## src/hw/rtl/assert_macros.svh

```systemverilog
// Assertion macros shared by the RTL files of the pair energy accumulator.
// Depends on nothing; empty bodies when SYNTH is defined.
`ifndef ASSERT_MACROS_SVH
`define ASSERT_MACROS_SVH
`ifndef SYNTH
`define ASSERT_IMPLY(lbl, clk_s, rstn_s, ante, cons) \
    lbl: assert property (@(posedge clk_s) disable iff (!rstn_s) (ante) |-> (cons)) \
        else $error("assertion failed");
`define ASSERT_NEXT(lbl, clk_s, rstn_s, ante, cons) \
    lbl: assert property (@(posedge clk_s) disable iff (!rstn_s) (ante) |=> (cons)) \
        else $error("assertion failed");
`else
`define ASSERT_IMPLY(lbl, clk_s, rstn_s, ante, cons)
`define ASSERT_NEXT(lbl, clk_s, rstn_s, ante, cons)
`endif
`endif

```

## src/hw/rtl/mp2pe_pkg.sv

```systemverilog
// Types, constants and saturation helpers of the MP2 pair energy accumulator.
// Depends on nothing.
package mp2pe_pkg;

    localparam int CFG_IDX_W = 2;
    localparam int THR_W     = 40;
    localparam int DEN_W     = 67;   // signed ei+ej-ea-eb
    localparam int OPA_W     = 66;   // signed 2x-y, x-y or x
    localparam int MAG_W     = 66;   // |D|
    localparam int DIVR_W    = 68;   // |D| or 4|D|
    localparam int PROD_W    = 128;
    localparam int WIDE_W    = 68;   // room for sums of four 64-bit values
    localparam int DIV_STEPS = 64;
    localparam int DIV_CNT_W = $clog2(DIV_STEPS);

    localparam logic [1:0] OP_RESTRICTED  = 2'd0;
    localparam logic [1:0] OP_ALPHA_ALPHA = 2'd1;
    localparam logic [1:0] OP_BETA_BETA   = 2'd2;
    localparam logic [1:0] OP_ALPHA_BETA  = 2'd3;

    localparam logic [CFG_IDX_W-1:0] REG_SKIP_THRESHOLD   = 2'd0;
    localparam logic [CFG_IDX_W-1:0] REG_REFERENCE_ENERGY = 2'd1;

    localparam logic [THR_W-1:0] THR_RESET = 40'd281;
    localparam logic [63:0] S64_MAX = 64'h7FFF_FFFF_FFFF_FFFF;
    localparam logic [63:0] S64_MIN = 64'h8000_0000_0000_0000;

    typedef struct packed {
        logic [1:0]         op;
        logic signed [63:0] integral_iajb;
        logic signed [63:0] integral_ibja;
        logic signed [63:0] energy_i;
        logic signed [63:0] energy_j;
        logic signed [63:0] energy_a;
        logic signed [63:0] energy_b;
        logic               last;
    } item_t;

    typedef struct packed {
        logic signed [63:0] sum_restricted;
        logic signed [63:0] sum_alpha_alpha;
        logic signed [63:0] sum_beta_beta;
        logic signed [63:0] sum_alpha_beta;
        logic signed [63:0] correlation_total;
        logic signed [63:0] total_energy;
        logic               saturated;
    } result_t;

    typedef struct packed {
        logic busy;
        logic done;
        logic ovf;   // quotient of 2^64 or more
    } div_status_t;

    typedef enum logic [3:0] {
        S_IDLE,
        S_SUM,
        S_DEN,
        S_MAG,
        S_TEST,
        S_MUL,
        S_DIV,
        S_ACC,
        S_CORR,
        S_TOTAL
    } state_t;

    function automatic logic [WIDE_W-1:0] sext_wide(input logic [63:0] v);
        return {{(WIDE_W-64){v[63]}}, v};
    endfunction

    function automatic logic fits_s64(input logic [WIDE_W-1:0] v);
        return v[WIDE_W-1:63] == {(WIDE_W-63){v[63]}};
    endfunction

    function automatic logic [63:0] sat_s64(input logic [WIDE_W-1:0] v);
        logic [63:0] r;
        if (fits_s64(v))
        begin
            r = v[63:0];
        end
        else if (v[WIDE_W-1])
        begin
            r = S64_MIN;
        end
        else
        begin
            r = S64_MAX;
        end
        return r;
    endfunction

endpackage

```

## src/hw/rtl/mp2pe_mul.sv

```systemverilog
// Iterative 65 x 64 bit unsigned multiplier built on one 32 x 32 multiplier.
// Depends on mp2pe_pkg.
module mp2pe_mul (
    input  logic                           clk,
    input  logic                           rst_n,
    input  logic                           start,
    input  logic [64:0]                    a,
    input  logic [63:0]                    b,
    output logic                           done,
    output logic [mp2pe_pkg::PROD_W-1:0]   product
);

    localparam logic [1:0] SH_0  = 2'd0;
    localparam logic [1:0] SH_32 = 2'd1;
    localparam logic [1:0] SH_64 = 2'd2;
    localparam logic [2:0] LAST_STEP = 3'd4;

    logic                          busy_reg;
    logic [2:0]                    cnt_reg;
    logic                          pp_valid_reg;
    logic                          done_reg;
    logic [63:0]                   a_reg;
    logic [63:0]                   b_reg;
    logic [63:0]                   pp_reg;
    logic [1:0]                    pp_sh_reg;
    logic [mp2pe_pkg::PROD_W-1:0]  prod_reg;

    logic [31:0]                   a_half;
    logic [31:0]                   b_half;
    logic [1:0]                    sh_sel;
    logic [63:0]                   pp_next;
    logic [mp2pe_pkg::PROD_W-1:0]  pp_shifted;
    logic                          finish;

    always_comb
    begin
        case (cnt_reg[1:0])
            2'd0:
            begin
                a_half = a_reg[31:0];
                b_half = b_reg[31:0];
                sh_sel = SH_0;
            end
            2'd1:
            begin
                a_half = a_reg[31:0];
                b_half = b_reg[63:32];
                sh_sel = SH_32;
            end
            2'd2:
            begin
                a_half = a_reg[63:32];
                b_half = b_reg[31:0];
                sh_sel = SH_32;
            end
            default:
            begin
                a_half = a_reg[63:32];
                b_half = b_reg[63:32];
                sh_sel = SH_64;
            end
        endcase
        pp_next = a_half * b_half;
    end

    always_comb
    begin
        case (pp_sh_reg)
            SH_0:    pp_shifted = {64'd0, pp_reg};
            SH_32:   pp_shifted = {32'd0, pp_reg, 32'd0};
            default: pp_shifted = {pp_reg, 64'd0};
        endcase
    end

    assign finish  = busy_reg && (cnt_reg == LAST_STEP) && pp_valid_reg;
    assign done    = done_reg;
    assign product = prod_reg;

    always_ff @(posedge clk or negedge rst_n)
    begin
        if (!rst_n)
        begin
            busy_reg     <= 1'b0;
            cnt_reg      <= '0;
            pp_valid_reg <= 1'b0;
            done_reg     <= 1'b0;
        end
        else
        begin
            done_reg <= finish;
            if (start)
            begin
                busy_reg     <= 1'b1;
                cnt_reg      <= '0;
                pp_valid_reg <= 1'b0;
            end
            else if (busy_reg)
            begin
                if (cnt_reg != LAST_STEP)
                begin
                    cnt_reg      <= cnt_reg + 3'd1;
                    pp_valid_reg <= 1'b1;
                end
                else
                begin
                    pp_valid_reg <= 1'b0;
                    busy_reg     <= 1'b0;
                end
            end
        end
    end

    always_ff @(posedge clk)
    begin
        if (start)
        begin
            a_reg    <= a[63:0];
            b_reg    <= b;
            // top bit of a contributes b shifted up by 64
            prod_reg <= a[64] ? {b, 64'd0} : '0;
        end
        else
        begin
            if (busy_reg && cnt_reg != LAST_STEP)
            begin
                pp_reg    <= pp_next;
                pp_sh_reg <= sh_sel;
            end
            if (busy_reg && pp_valid_reg)
            begin
                prod_reg <= prod_reg + pp_shifted;
            end
        end
    end

endmodule

```

## config.mk

```make
export PLATFORM = sky130hd
export DESIGN_NAME = mp2pe_mul
export DESIGN_NICKNAME = d
export VERILOG_FILES = /design/src/hw/rtl/assert_macros.svh /design/src/hw/rtl/mp2pe_pkg.sv /design/src/hw/rtl/mp2pe_mul.sv
export SDC_FILE = /design/constraint.sdc
export NUM_CORES = 2
export LEC_CHECK = 0
export ABC_AREA = 1
export BUFFER_PORTS_ARGS = -buffer_cell sky130_fd_sc_hd__buf_2
export CAP_MARGIN = 20
export CORE_MARGIN = 2
export CORE_UTILIZATION = 43
export CTS_BUF_LIST = sky130_fd_sc_hd__clkbuf_8
export DETAILED_ROUTE_END_ITERATION = 7
export PLACE_DENSITY_LB_ADDON = 0.12
export SYNTH_ARGS = -nofsm -noshare
export SYNTH_HDL_FRONTEND = slang
export SYNTH_SLANG_ARGS = --single-unit
export TNS_END_PERCENT = 5
```

## constraint.sdc

```tcl
create_clock -name clk -period 12.85 [get_ports clk]
set_input_delay 1.9275 -clock clk [delete_from_list [all_inputs] [get_ports clk]]
set_output_delay 1.9275 -clock clk [all_outputs]
set_load 0.01 [all_outputs]
```

==> parameters.txt <==
Parameter                              Value

STA
  Setup repair after global routing missed its margin    no
  Number of max-slew violations in the final report    0
  Final worst-path cycle share    77.9%
  Rel. slew slack    26.6%
  Worst Skew    ~0.095 ns
  Min Tclk post-route    10.01 ns
  Total setup violations reported at the end of the flow    0
  Worst-margin pin slew    approximately 1.1 ns
  Max Fclk    between 90 and 100 MHz
  Fin Setup TNS    0 ns
  Final Hold Violating Endpoints    0

Placed design
  Final weighted congestion in routability-driven placement    1.08
  HPWL Detailed    roughly 220 mm
  Number of buffer cells added on primary ports    260

Clock network
  Clock sinks    approximately 330
  Count of cells resized by post-cts repair    0
  Number of buffers created by CTS    roughly 70
  Number of H-tree levels    3
  Clk buf depth    3
  Setup repair bufs after CTS    0
  Clock latency at the later pin of the worst-skew pair    ~0.84 ns
  Clock tree from TritonCTS    built
  Post-CTS Hold Buffers    0
  Clock transition at the registers of the reported paths    roughly 0.060 ns
  Clock Tree Root    sky130_fd_sc_hd__clkbuf_8

Finish
  NumNets Final    9874
  Layout cell share with drive strength beyond 1    under 10%
  Flip-flop count of the largest register after layout    around 130
  Area added between synthesis and finish    8.58%
  Filler cells    between 10k and 15k

Synth
  Top cells by count, synth    sky130_fd_sc_hd__nand2_1 (2365), sky130_fd_sc_hd__inv_1 (2069), sky130_fd_sc_hd__nor2_1 (978)
  Portion of synthesized cell area occupied by the leading cell type    a little under a third
  Cell count after synthesis    8234
  Leading area contributor after synthesis    sky130_fd_sc_hd__fa_1
  Sequential share of the synthesized area    around 16%
  Yosys warns    0
  Post-synthesis sequential element count    approximately 330
  Count of cell types in the netlist    around 40
  Area of the mapped netlist    approximately 0.060 mm2
  Share of async-settable or async-resettable flops after synthesis    approximately 1.8%
  Number of flops mapped to enable cells by yosys    about 320
  Prevailing post-synth register cell    sky130_fd_sc_hd__edfxtp_1
  Synthesized net count    9658
  Average cell area after synthesis    between 7 and 8 um2
  Cell types with the largest area share after synthesis    sky130_fd_sc_hd__fa_1 (30%), sky130_fd_sc_hd__edfxtp_1 (16%), sky130_fd_sc_hd__nand2_1 (15%), sky130_fd_sc_hd__inv_1 (13%), sky130_fd_sc_hd__ha_1 (8.3%)
  Most common cell in the synthesized netlist    sky130_fd_sc_hd__nand2_1

Worst setup path
  Max stage delay on crit path    0.65 ns
  Critical-path cell with the highest stage delay    sky130_fd_sc_hd__buf_4
  Worst setup slack for register-to-register paths    2.84 ns
  Data required, critical path    roughly 13 ns
  Class of the most critical setup path    register to register
  R2R Path Start    cnt_reg[0]$_DFFE_PN0P_
  Sort of element at the start of the critical path    register
  Top cell by count, worst path    sky130_fd_sc_hd__fa_1
  Arrival time worst endpoint    10.56 ns
  Critical path capture point type    register
  Maximum fanout count along the critical path    between 40 and 50
  Worst Setup SP    cnt_reg[0]$_DFFE_PN0P_

Floorplanning
  Area enclosed by the die boundary    about 0.14 mm2
  Starting density of the core    between 40% and 50%
  Placement Rows    ~140
  Placeable core area    0.138 mm2
  Die height    approximately 380 um
  Count of boundary I/O pins    ~260
  Die Width    roughly 380 um

Route
  Iteration count of the initial detailed-routing pass    7
  Routed wire length    approximately 260 mm
  Starting DRT DRC Count    approximately 5.2k
  Final routed wire length divided by cell count    around 25 um
  Antenna Violating Nets Remaining    0
  Vias    approximately 54k
  Number of vias per cell    5.28
  DRC violation count after routing    0

Global route
  Number of global-route vias before repair    ~55k
  Aggregate global routing overflow    0
  Antenna violations before repair    5
  Pin count of the biggest net entering global routing    between 60 and 70
  GR Util All Layers    around 37%
  First-pass GRT wire length    roughly 370 mm

Run status
  Run status    completed

Job
  Count of maximum capacitance violations    0

Worst hold path
  Hold Crit Start    cnt_reg[2]$_DFFE_PN0P_
  Min-delay worst type    register to register
==> cell usage in the layout, fill, tap and decap left out, types with 9 or more instances in the layout <==
cell type | synthesis | layout
sky130_fd_sc_hd__nor2_1 | 978 | 977
sky130_fd_sc_hd__nand3_2 | 12 | 12
sky130_fd_sc_hd__inv_1 | 2069 | 2082
sky130_fd_sc_hd__a31oi_1 | 9 | 9
sky130_fd_sc_hd__nand2_1 | 2365 | 2364
sky130_fd_sc_hd__o21a_1 | 11 | 11
sky130_fd_sc_hd__clkinv_2 | 0 | 9
sky130_fd_sc_hd__inv_2 | 49 | 49
sky130_fd_sc_hd__nor3_2 | 13 | 13
sky130_fd_sc_hd__nor2_2 | 29 | 29
sky130_fd_sc_hd__o21ai_2 | 36 | 44
sky130_fd_sc_hd__o21ai_0 | 123 | 109
sky130_fd_sc_hd__edfxtp_1 | 322 | 322
sky130_fd_sc_hd__a21oi_1 | 222 | 222
sky130_fd_sc_hd__nand3_1 | 196 | 196
sky130_fd_sc_hd__fa_1 | 897 | 897
sky130_fd_sc_hd__xnor2_1 | 13 | 13
sky130_fd_sc_hd__bufinv_16 | 0 | 10
sky130_fd_sc_hd__nor3_1 | 33 | 33
sky130_fd_sc_hd__xor2_1 | 43 | 43
sky130_fd_sc_hd__a21o_1 | 13 | 13
sky130_fd_sc_hd__buf_4 | 2 | 84
sky130_fd_sc_hd__clkbuf_8 | 0 | 78
sky130_fd_sc_hd__o21ai_1 | 16 | 14
sky130_fd_sc_hd__nand4_1 | 23 | 23
sky130_fd_sc_hd__nand2_2 | 28 | 29
sky130_fd_sc_hd__buf_2 | 40 | 259
sky130_fd_sc_hd__o21bai_1 | 22 | 22
sky130_fd_sc_hd__o22ai_1 | 64 | 64
sky130_fd_sc_hd__ha_1 | 395 | 395
sky130_fd_sc_hd__nand3b_1 | 24 | 24
==> cell families after synthesis <==
logic type / after synthesis / synth area share (%)
AOI/OAI and AO/OA: 524 / 5.00
xor gates and xnor gates: 56 / 0.822
adders and majority gates: 1292 / 38.4
buffers and inverters: 2322 / 14.7
DFF: 328 / 16.5
and+or+nand+nor: 3712 / 24.7
==> per-layer routing <==
metal | GRT usage, % | vias up | wire length, um
li1 | - | 24600 | -
met1 | 43.7 | 26500 | 97000
met2 | 60.5 | 2563 | 120000
met3 | 6.48 | 693 | 21200
met4 | 26.2 | 0 | 22300
met5 | 0 | - | 0
==> metrics by stage <==
stage	util [%]	cells	hold WS [ns]	worst slack, ns	area, um2
finish	47.1	10300	0.471	2.84	64800
global route	47.1	10300	0.513	2.49	64800
CTS	47.1	10300	0.467	2.93	64800
detailed placement	45.9	10200	0.458	2.97	63200
global placement	45.9	10200	0.479	2.89	63200
floorplan	-	8234	0.434	2.73	59700
==> final timing paths <==
path | end | cells after the start
setup reg to reg | pp_reg[63]$_DFFE_PP_ | 31
setup / recovery | pp_reg[63]$_DFFE_PP_ | 31
hold / removal | cnt_reg[2]$_DFFE_PN0P_ | 1
hold reg to reg | cnt_reg[2]$_DFFE_PN0P_ | 1
max in group asynchronous | pp_valid_reg$_DFFE_PN0P_ | 1
min in group asynchronous | busy_reg$_DFF_PN0_ | 1
==> critical path: cells and delay by family (launching register included) <==
family | cells | cell delay (ns)
adder cells (fa/ha/maj) | 10 | 4.86
buffers and inverters | 9 | 1.99
AND/OR/NAND/NOR | 8 | 1.58
AO/OA/AOI/OAI | 4 | 0.79
flip-flops | 1 | 0.40
==> final cells by class <==
class                   instances  area (um2)  area share (%)
clock buffers                  78        1070            1.66
multi-input cells            5584       41200            63.6
inverters                    2119        7960            12.3
clock inverters                48         532           0.821
well taps                    1794        2240            3.46
flip-flops and latches        328        9820            15.2
repair buffers                345        1950            3.01
diodes                          3        7.51          0.0116
Power is not shown: default switching activity piles up to over one toggle a cycle in this logic, so the estimate is an artifact.
