## src/hw/rtl/assert_macros.svh

```systemverilog
// Assertion macros shared by the RTL files of the pair energy accumulator.
// Depends on nothing; empty bodies when SYNTH is defined.
`ifndef ASSERT_MACROS_SVH
`define ASSERT_MACROS_SVH
`ifndef SYNTH
`define ASSERT_IMPLY(lbl, clk_s, rstn_s, ante, cons) \
    lbl: assert property (@(posedge clk_s) disable iff (!rstn_s) (ante) |-> (cons)) \
        else $error("assertion failed");
`define ASSERT_NEXT(lbl, clk_s, rstn_s, ante, cons) \
    lbl: assert property (@(posedge clk_s) disable iff (!rstn_s) (ante) |=> (cons)) \
        else $error("assertion failed");
`else
`define ASSERT_IMPLY(lbl, clk_s, rstn_s, ante, cons)
`define ASSERT_NEXT(lbl, clk_s, rstn_s, ante, cons)
`endif
`endif

```

## src/hw/rtl/mp2pe_pkg.sv

```systemverilog
// Types, constants and saturation helpers of the MP2 pair energy accumulator.
// Depends on nothing.
package mp2pe_pkg;

    localparam int CFG_IDX_W = 2;
    localparam int THR_W     = 40;
    localparam int DEN_W     = 67;   // signed ei+ej-ea-eb
    localparam int OPA_W     = 66;   // signed 2x-y, x-y or x
    localparam int MAG_W     = 66;   // |D|
    localparam int DIVR_W    = 68;   // |D| or 4|D|
    localparam int PROD_W    = 128;
    localparam int WIDE_W    = 68;   // room for sums of four 64-bit values
    localparam int DIV_STEPS = 64;
    localparam int DIV_CNT_W = $clog2(DIV_STEPS);

    localparam logic [1:0] OP_RESTRICTED  = 2'd0;
    localparam logic [1:0] OP_ALPHA_ALPHA = 2'd1;
    localparam logic [1:0] OP_BETA_BETA   = 2'd2;
    localparam logic [1:0] OP_ALPHA_BETA  = 2'd3;

    localparam logic [CFG_IDX_W-1:0] REG_SKIP_THRESHOLD   = 2'd0;
    localparam logic [CFG_IDX_W-1:0] REG_REFERENCE_ENERGY = 2'd1;

    localparam logic [THR_W-1:0] THR_RESET = 40'd281;
    localparam logic [63:0] S64_MAX = 64'h7FFF_FFFF_FFFF_FFFF;
    localparam logic [63:0] S64_MIN = 64'h8000_0000_0000_0000;

    typedef struct packed {
        logic [1:0]         op;
        logic signed [63:0] integral_iajb;
        logic signed [63:0] integral_ibja;
        logic signed [63:0] energy_i;
        logic signed [63:0] energy_j;
        logic signed [63:0] energy_a;
        logic signed [63:0] energy_b;
        logic               last;
    } item_t;

    typedef struct packed {
        logic signed [63:0] sum_restricted;
        logic signed [63:0] sum_alpha_alpha;
        logic signed [63:0] sum_beta_beta;
        logic signed [63:0] sum_alpha_beta;
        logic signed [63:0] correlation_total;
        logic signed [63:0] total_energy;
        logic               saturated;
    } result_t;

    typedef struct packed {
        logic busy;
        logic done;
        logic ovf;   // quotient of 2^64 or more
    } div_status_t;

    typedef enum logic [3:0] {
        S_IDLE,
        S_SUM,
        S_DEN,
        S_MAG,
        S_TEST,
        S_MUL,
        S_DIV,
        S_ACC,
        S_CORR,
        S_TOTAL
    } state_t;

    function automatic logic [WIDE_W-1:0] sext_wide(input logic [63:0] v);
        return {{(WIDE_W-64){v[63]}}, v};
    endfunction

    function automatic logic fits_s64(input logic [WIDE_W-1:0] v);
        return v[WIDE_W-1:63] == {(WIDE_W-63){v[63]}};
    endfunction

    function automatic logic [63:0] sat_s64(input logic [WIDE_W-1:0] v);
        logic [63:0] r;
        if (fits_s64(v))
        begin
            r = v[63:0];
        end
        else if (v[WIDE_W-1])
        begin
            r = S64_MIN;
        end
        else
        begin
            r = S64_MAX;
        end
        return r;
    endfunction

endpackage

```

## src/hw/rtl/mp2pe_div.sv

```systemverilog
// Radix-2 restoring divider: 128-bit dividend over 68-bit divisor, 64 quotient bits.
// Depends on mp2pe_pkg and assert_macros.svh.
`include "assert_macros.svh"

module mp2pe_div (
    input  logic                           clk,
    input  logic                           rst_n,
    input  logic                           start,
    input  logic [mp2pe_pkg::PROD_W-1:0]   num,
    input  logic [mp2pe_pkg::DIVR_W-1:0]   divisor,
    output mp2pe_pkg::div_status_t         status,
    output logic [63:0]                    quot
);

    localparam int RW = mp2pe_pkg::DIVR_W;
    localparam logic [mp2pe_pkg::DIV_CNT_W-1:0] CNT_LAST =
        mp2pe_pkg::DIV_CNT_W'(mp2pe_pkg::DIV_STEPS - 1);

    logic                              busy_reg;
    logic                              done_reg;
    logic                              ovf_reg;
    logic [mp2pe_pkg::DIV_CNT_W-1:0]   cnt_reg;
    logic [RW-1:0]                     rem_reg;
    logic [RW-1:0]                     divisor_reg;
    logic [63:0]                       q_reg;

    logic [RW-1:0]                     num_hi;
    logic                              start_ovf;
    logic [RW:0]                       r2;
    logic [RW+1:0]                     diff;
    logic                              ge;

    assign num_hi    = {{(RW-64){1'b0}}, num[127:64]};
    assign start_ovf = num_hi >= divisor;

    // subtractor: trial subtract of the shifted remainder
    assign r2   = {rem_reg, q_reg[63]};
    assign diff = {1'b0, r2} - {2'b00, divisor_reg};
    assign ge   = !diff[RW+1];

    assign status.busy = busy_reg;
    assign status.done = done_reg;
    assign status.ovf  = ovf_reg;
    assign quot        = q_reg;

    always_ff @(posedge clk or negedge rst_n)
    begin
        if (!rst_n)
        begin
            busy_reg <= 1'b0;
            done_reg <= 1'b0;
            ovf_reg  <= 1'b0;
            cnt_reg  <= '0;
        end
        else
        begin
            done_reg <= 1'b0;
            if (start)
            begin
                ovf_reg <= start_ovf;
                cnt_reg <= '0;
                if (start_ovf)
                begin
                    done_reg <= 1'b1;
                end
                else
                begin
                    busy_reg <= 1'b1;
                end
            end
            else if (busy_reg)
            begin
                cnt_reg <= cnt_reg + 1'b1;
                if (cnt_reg == CNT_LAST)
                begin
                    busy_reg <= 1'b0;
                    done_reg <= 1'b1;
                end
            end
        end
    end

    always_ff @(posedge clk)
    begin
        if (start)
        begin
            divisor_reg <= divisor;
            rem_reg     <= num_hi;
            q_reg       <= num[63:0];
        end
        else if (busy_reg)
        begin
            rem_reg <= ge ? diff[RW-1:0] : r2[RW-1:0];
            q_reg   <= {q_reg[62:0], ge};
        end
    end

    `ASSERT_IMPLY(a_rem_below_divisor, clk, rst_n, busy_reg, rem_reg < divisor_reg)
    `ASSERT_IMPLY(a_no_restart, clk, rst_n, start, !busy_reg)
    `ASSERT_IMPLY(a_idle_count_zero, clk, rst_n, !busy_reg, cnt_reg == '0)

endmodule

```

## config.mk

```make
export PLATFORM = sky130hd
export DESIGN_NAME = mp2pe_div
export DESIGN_NICKNAME = d
export VERILOG_FILES = /design/src/hw/rtl/mp2pe_pkg.sv /design/src/hw/rtl/mp2pe_div.sv
export VERILOG_INCLUDE_DIRS = /design/src /design/src/hw/rtl
export SDC_FILE = /design/constraint.sdc
export NUM_CORES = 1
export LEC_CHECK = 0
export BUFFER_PORTS_ARGS = -buffer_cell sky130_fd_sc_hd__clkbuf_2
export CORE_MARGIN = 2
export CORE_UTILIZATION = 57
export DETAILED_ROUTE_END_ITERATION = 8
export PLACE_DENSITY_LB_ADDON = 0.08
export SKIP_LAST_GASP = 1
export SLEW_MARGIN = 20
export SYNTH_ARGS = -nofsm -noshare
export SYNTH_HDL_FRONTEND = slang
export SYNTH_SLANG_ARGS = --single-unit
```

## constraint.sdc

```tcl
create_clock -name clk -period 5.6 [get_ports clk]
set_input_delay 0.84 -clock clk [delete_from_list [all_inputs] [get_ports clk]]
set_output_delay 0.84 -clock clk [all_outputs]
set_load 0.02 [all_outputs]
```

==> impl_results.md, run 1 <==
- Status: completed
- Die Span X: 164 um
- Switching pwr: 0.00297 W
- VDD IR max: 0.000243 V
- Main area contributors after synthesis: edfxtp_1 (41%), ha_1 (11%), mux2_2 (5.0%), inv_1 (3.8%), nand2_1 (3.4%)
- Logic pwr share: between 40% and 50%
- Max-cap violation count: 0
- Io pins: 266
- GRT overflow: 0
- Slowest cell delay on critical path: 0.63 ns
- Largest net degree at the start of global routing: between 80 and 90
- Crit path cell chain: ha_1 -> and3_1 -> and3_1 -> a211oi_2 -> nor4b_2 -> o21ai_1 -> nand3_1 -> a21oi_2 -> o21a_2 -> buf_12 -> or3_1 -> a31oi_1
- N_diodes: 0
- Worst-Margin Slew: around 1 ns
- Fin crit period: between 3 and 4 ns
- Slew HR: between 30% and 40%
- Clk slew on worst S/H paths: ~0.06 ns
- CP Launch Type: flip-flop
- Wire length of the first global-routing pass: 59300 um
- Most frequent cells in the layout: clkbuf_2 (264), edfxtp_1 (196), inv_1 (147)
- FF+latch count, synth: 209
- Final Util: between 60% and 70%
- Root Driver: clkbuf_16
- CTS tree: built
- Syn_nets: approximately 1800
- Mapped Area: ~15000 um^2
- Predominant post-synthesis flop cell: edfxtp_1
- Tot GR Track Use: 27.7%
- Asr flop ratio synth: 4.31%
- Sw Share: 39.9%
- Area of the multi-input gates: around 7400 um^2
- Fin Hold WS: 0.154 ns
- Sequential cell fraction of total power: 30.6%
- Register area: between 6000 and 7000 um^2
- Die H: ~160 um
- Via count: about 12000
- Hold buffer count at cts: 0
- Number of global-route vias before repair: 11800
- Core Region: between 20000 and 30000 um^2
- Setup WS pre-CTS: 1.68 ns
- # fillers: between 2000 and 2500
- Max clock buf depth: 3
- TNS Setup: 0 ns
- Buffers on Ports: roughly 270
- PD cells: about 440 nW/um^2
- Avg Inst Size Synth: between 10 and 15 um^2
- CP max FO: between 60 and 70
- Most common cell after layout, fill and taps aside: clkbuf_2
- Synth top area share: between 40% and 50%
- Finished Layout Cells: between 2000 and 2500
- Sequential-to-total area share from yosys stat: 42.6%
- Post-CTS setup repair buffer count: 0
- Die area: ~27000 um^2
- CP delay by family, top: compound AO/OA/AOI/OAI gates
- FF-to-FF setup slack: ~1.6 ns
- Number of synthesized flops with an enable pin: ~200
- GRT met2 Usage: 47.2%
- Share of cells above drive strength 1: 24.0%
- Worst setup path class: reg -> reg
- Worst Path Arrival: roughly 4.2 ns
- Hold crit path type: in -> async
- Layout area overhead: 15.8%
- Ys Warns: 0
- Top cell type by total area after synthesis: edfxtp_1
- Fmax achieved: 250 MHz
- CTS Sinks: ~210
- Most frequent CP cell: and3_1
- Clk_lat worst skew: 0.54 ns
- Busiest grt layer: met2
- Leakage: between 7 and 8 nW
- CTS HTree Levels: 1
- Final WS setup: about 1.6 ns
- P_int: around 0.0045 W
- Nets: 2000
- RSZ-0062 raised after global routing: no
- CP Buf/Inv Count: 1
- Crit-path slowest cell: o21a_2
- Clk pwr share: between 20 and 25%
- Final setup viols: 0
- M3 GR Usage: between 4 and 5%
- Setup crit end kind: flip-flop
- Detailed Route Iter0 Violations: roughly 740
- Cts repair resizes: 0
- Initial antenna violation count: 1
- WL/cell: about 19 um
- Num CTS Buffers: 25
- Antenna Violating Nets Remaining: 0
- DP Cell Count: between 1500 and 2000
- TritonRoute pass-1 iters: 5
- Required @ worst endpoint: 5.85 ns
- Remaining DRCs: 0
- Yosys cell types: between 80 and 90
- Fin. Hold Viols: 0
- WL final: 37300 um
- Setup Skew: 0.0116 ns
- Via/cell ratio: between 5 and 6
- Final Max Tran Viols: 0
- Post-Synthesis Cells: between 1000 and 1500
- Dpl hpwl: ~28000 um
- Initial Util: about 58%
- M1 GR Usage: a little over a third
- Tcrit/Tclk final: a little under three quarters
- # rows: 58
- GP Congestion: ~0.95
==> synth_stat cells, types with 12 or more instances <==
master    instances
a31oi_1          27
o21a_1           13
inv_1           147
edfxtp_1        196
xor2_1           35
a21o_1           55
nand4_1          35
a21oi_1          91
nand2_1         132
nand3_1          44
clkbuf_1         36
o311ai_1         12
and3_1           23
nor3_1           19
nor2_1           61
o21ai_0          54
xnor2_1          33
mux2_2           64
o311ai_0         24
ha_1            133
==> final cells by class <==
class / count / area share [%]
flip-flops and latches: 209 / 36.8
repair buffers: 272 / 8.33
inverters: 148 / 3.31
clock inverters: 13 / 0.938
clock buffers: 33 / 4.02
multi-input cells: 1011 / 44.1
well taps: 330 / 2.46
==> path summary, 6_finish.rpt <==
kind | startpoint | endpoint | cells past startpoint
max | rem_reg[6] | rem_reg[3] | 12
min | rst_n | ovf_reg | 1
max reg2reg | rem_reg[6] | rem_reg[3] | 12
min reg2reg | rem_reg[67] | rem_reg[67] | 2
max in group asynchronous | rst_n | done_reg | 1
min in group clk | divisor[6] | divisor_reg[6] | 1
==> power by group through the flow <==
stage / clock [W] / sequential, W / combinational, W
2_1_floorplan: 0 / 0.00232 / 0.00264
3_3_place_gp: 0 / 0.00230 / 0.00340
3_5_place_dp: 0 / 0.00230 / 0.00344
4_1_cts: 0.00168 / 0.00228 / 0.00346
5_1_grt: 0.00175 / 0.00231 / 0.00386
6_report: 0.00167 / 0.00228 / 0.00349
==> cells by family after synthesis <==
kind of cell,Yosys count,share of synthesized area (%)
buffers and inverters,212,6.34
AOI/OAI and AO/OA,373,17.8
and+or+nand+nor,368,12.3
muxes,68,5.24
adders and majority gates,134,11.6
xor gates and xnor gates,68,4.10
DFF,209,42.6
==> metal layers <==
layer | vias to the layer above | part of all wire (%) | wire, um
li1 | 5795 | - | -
met1 | 5648 | 42 | 15800
met2 | 429 | 47 | 17700
met3 | 78 | 7.0 | 2610
met4 | 2 | 3.2 | 1180
met5 | - | 0.027 | 10
==> through the flow <==
stage	total power (W)	instance area [um^2]
after detailed placement	0.00574	16000
after global placement	0.00570	16000
final	0.00744	16800
after global routing	0.00792	16800
after CTS	0.00742	16800
after floorplan	0.00496	14500
(Power assumes the default switching activity.)
==> run 2, diff against run 1 <==
--- a/config.mk
+++ b/config.mk
@@ -6,9 +6,10 @@
 export SDC_FILE = /design/constraint.sdc
 export NUM_CORES = 1
 export LEC_CHECK = 0
+export ABC_AREA = 1
 export BUFFER_PORTS_ARGS = -buffer_cell sky130_fd_sc_hd__clkbuf_2
 export CORE_MARGIN = 2
-export CORE_UTILIZATION = 57
+export CORE_UTILIZATION = 53
 export DETAILED_ROUTE_END_ITERATION = 8
 export PLACE_DENSITY_LB_ADDON = 0.08
 export SKIP_LAST_GASP = 1
==> constraint.sdc (replaced) <==
create_clock -name clk -period 3.4 [get_ports clk]
set_input_delay 0.51 -clock clk [delete_from_list [all_inputs] [get_ports clk]]
set_output_delay 0.51 -clock clk [all_outputs]
set_load 0.02 [all_outputs]
==> run 2 against run 1 <==
  * Critical path depth increased by 5
  * Maximum frequency increased by 23%
  * Sequential power increased by 70%
  * Synthesized area increased by 17%
  * Non-clock buffer count increased by 12
  * Clock skew increased by 0.025 ns
  * Clock power increased by 57%
  * Flip-flop and latch count unchanged
  * Combinational power increased to 2.5 times the previous value
  * Power increased by 110%
  * Largest power group unchanged
==> impl_results.md, run 2 <==
- Status: completed
- GP Congestion: 1.09 (+15%)
- Initial antenna violation count: 0 (-1)
- CP max FO: 5 (-93%)
- Tcrit/Tclk final: 95.5% (+24 points)
- Top cell type by total area after synthesis: edfxtp_1
- Logic pwr share: 57.3% (+10 points)
- Slowest cell delay on critical path: 0.41 ns (-0.22 ns)
- Remaining DRCs: 0 (unchanged)
- Nets: 3087 (+54%)
- Switching pwr: 0.00742 W (+150%)
- Most common cell in the netlist: nand2_1
- Clk slew on worst S/H paths: 0.06 ns (about the same)
- Predominant post-synthesis flop cell: edfxtp_1
- Worst Path Arrival: 3.59 ns (-0.65 ns)
- Fmax achieved: 308 MHz (+23%)
- P_int: 0.00784 W (+75%)
- Io pins: 266 (unchanged)
- Sw Share: 48.6% (+8.8 points)
- Clk_lat worst skew: 0.58 ns (+0.04 ns)
- Sequential cell fraction of total power: 25.4% (-5.2 points)
- Asr flop ratio synth: 4.31% (unchanged)
- Post-CTS setup repair buffer count: 0 (unchanged)
- Fin crit period: 3.25 ns (-0.744 ns)
- Most common cell after layout, fill and taps aside: nand2_1
- Fin. Hold Viols: 0 (unchanged)
- Antenna Violating Nets Remaining: 0 (unchanged)
- Commonest cells post-synth: nand2_1 (1007), inv_1 (452), edfxtp_1 (196)
- Dpl cell area: 18700 um^2 (+17%)
- Initial Util: 53.7% (-4.1 points)
- Crit-path slowest cell: fa_1
- Final Util: 61.9% (-5.1 points)
- RSZ-0062 raised after global routing: no
- CTS tree: built
- Most frequent CP cell: nand2_1
- Sequential-to-total area share from yosys stat: 36.5% (-6.1 points)
- Worst setup path class: reg -> reg
- Number of synthesized flops with an enable pin: 196 (unchanged)
- Ys Warns: 0 (unchanged)
- CP Launch Type: flip-flop
- Main area contributors after synthesis: edfxtp_1 (35%), nand2_1 (22%), inv_1 (10%), ha_1 (9.8%), nand3_1 (4.7%)
- Avg Inst Size Synth: 6.80 um^2 (-33%)
- CP delay by family, top: simple AND/OR/NAND/NOR gates
- CTS Sinks: 209 (unchanged)
- Setup Skew: 0.0362 ns (+0.0246 ns)
- Root Driver: clkbuf_16
- Number of global-route vias before repair: 16700 (+42%)
- Die Span X: 183 um (+12%)
- Layout area overhead: 15.2%
- Wire length of the first global-routing pass: 89500 um (+51%)
- Dpl hpwl: 47200 um (+68%)
- CTS HTree Levels: 1 (unchanged)
- Finished Layout Cells: 3176 (+58%)
- Via/cell ratio: 5.38 (-9.2%)
- Design area: 19500 um^2 (+16%)
- DP Cell Count: 3128 (+59%)
- Mapped Area: 16900 um^2 (+17%)
- VDD IR max: 0.000389 V (+60%)
- WL final: 58500 um (+57%)
- Synth top area share: 34.7% (-5.8 points)
- Detailed Route Iter0 Violations: 1451 (+96%)
- TritonRoute pass-1 iters: 6 (+1)
- Crit path cell chain: inv_1 -> ha_1 -> fa_1 -> inv_1 -> nand3_1 -> nand2_1 -> nand2_1 -> nand2_2 -> nand2_1 -> nand2_1 -> nand2_1 -> nand3_1 -> nand2_1 -> nand3_1 -> nand3_1 -> nand2_1 -> nand2_1
- TNS Setup: 0 ns (unchanged)
- Share of cells above drive strength 1: 12.1% (-12 points)
- Yosys cell types: 43 (-51%)
- Most frequent cells in the layout: nand2_1 (1006), inv_1 (450), clkbuf_2 (264)
- Leakage: 10.9 nW (+41%)
- Clk pwr share: 17.2% (-5.2 points)
- CP Buf/Inv Count: 2 (+1)
- Final setup viols: 0 (unchanged)
- FF+latch count, synth: 209 (unchanged)
- WL/cell: 18.4 um (-0.55%)
- Buffers on Ports: 265 (unchanged)
- Setup crit end kind: flip-flop
- Max clock buf depth: 3 (unchanged)
- # rows: 65 (+12%)
- # fillers: 2922 (+43%)
- Max-cap violation count: 0 (unchanged)
- PD cells: 782 nW/um^2 (+77%)
- Fin Hold WS: 0.112 ns (-0.0418 ns)
- Hold crit path type: in -> reg
- Worst-Margin Slew: 0.836 ns (-0.166 ns)
- Final Max Tran Viols: 0 (unchanged)
- Syn_nets: 2826 (+60%)
- GRT overflow: 0 (unchanged)
- Slew HR: 44.3% (+11 points)
- Core Region: 31600 um^2 (+26%)
- Via count: 17100 (+43%)
- Die H: 183 um (+12%)
- Die area: 33400 um^2 (+25%)
- Num CTS Buffers: 25 (unchanged)
- Required @ worst endpoint: 3.74 ns (-2.11 ns)
- Post-Synthesis Cells: 2493 (+74%)
- Tot GR Track Use: 34.8% (+7.1 points)
- Largest net degree at the start of global routing: 68 (-22%)
==> run 2: changes by cell type after synthesis, sizes merged, moves of 12 or more <==
| cell | previous run | this run |
|---|---|---|
| nor2 | 62 | 175 |
| nand3b | 0 | 39 |
| o21a | 14 | 2 |
| and3 | 24 | 1 |
| a21o | 56 | 1 |
| a31oi | 28 | 0 |
| mux2 | 64 | 0 |
| o311ai | 36 | 0 |
| nand3 | 44 | 160 |
| nand2 | 132 | 1012 |
| xor2 | 35 | 1 |
| inv | 147 | 455 |
==> run 2: through the flow <==
| step | worst slack [ns] | power, W |
|---|---|---|
| finish | 0.152 | 0.0153 |
| global route | 0.00868 | 0.0163 |
| CTS | 0.131 | 0.0151 |
| detailed placement | 0.179 | 0.0124 |
| global placement | 0.240 | 0.0123 |
| floorplan | 0.143 | 0.00970 |
==> run 2: cell families (layout without fill, tap and decap cells) <==
kind of cell               count (synthesis)  after routing  synth area share (%)
other                                      0              1                     0
buffers and inverters                    505            785                  11.6
AOI/OAI and AO/OA                        174            174                  5.49
xor gates and xnor gates                  30             30                  1.55
adders and majority gates                134            134                  9.94
and+or+nand+nor                         1441           1441                  34.9
DFF                                      209            209                  36.5
==> run 2: layout make-up <==
cell class	instances	area (um^2)	share of cell area [%]
multi-input combinational	1779	8800	45.1
sequential	209	6190	31.7
inverter	455	1710	8.78
timing repair buffer	284	1540	7.86
clock buffer	35	693	3.55
tap	402	503	2.58
clock inverter	11	88.8	0.455
antenna	1	2.50	0.0128
==> run 2: final timing paths <==
| kind | startpoint | to | slack [ns] | depth (start not counted) |
|---|---|---|---|---|
| min in group asynchronous | rst_n | cnt_reg[1] | 0.34 | 2 |
| hold / removal | divisor[66] | divisor_reg[66] | 0.11 | 1 |
| setup / recovery | quot[63] | rem_reg[62] | 0.15 | 17 |
| setup reg to reg | quot[63] | rem_reg[62] | 0.15 | 17 |
| max in group asynchronous | rst_n | cnt_reg[0] | 2.86 | 2 |
| hold reg to reg | rem_reg[67] | rem_reg[67] | 0.48 | 2 |
==> run 2: power by group through the flow <==
stage	Sequential [W]	Clock, W	Combinational, W
after floorplan	0.00387	0	0.00583
after global placement	0.00388	0	0.00841
after detailed placement	0.00388	0	0.00848
after CTS	0.00386	0.00265	0.00854
after global routing	0.00393	0.00274	0.00966
final	0.00388	0.00263	0.00875
==> run 2: worst register-to-register path, stage by stage, from the launching register on <==
cell	delay [ns]
edfxtp_1	0.39
inv_1	0.09
ha_1	0.24
fa_1	0.42
inv_1	0.18
nand3_1	0.10
nand2_1	0.20
nand2_1	0.10
nand2_2	0.15
nand2_1	0.07
nand2_1	0.24
nand2_1	0.08
nand3_1	0.19
nand2_1	0.18
nand3_1	0.12
nand3_1	0.12
nand2_1	0.11
nand2_1	0.05
==> run 2: routing by layer <==
layer	vias up	track usage (%)	share of wire, %
met1	7777	45.6	42
met3	119	8.38	9.8
met5	-	0	0
met4	0	13.7	4.4
met2	825	55.7	44
li1	8379	-	-
==> run 2: what timing repair did <==
item / 4_1_cts / 5_1_grt
setup endpoints to repair: 0 / 41
endpoints found under the hold margin: 9 / 0
resized for setup: 0 / 4
hold buffers: 1 / 0
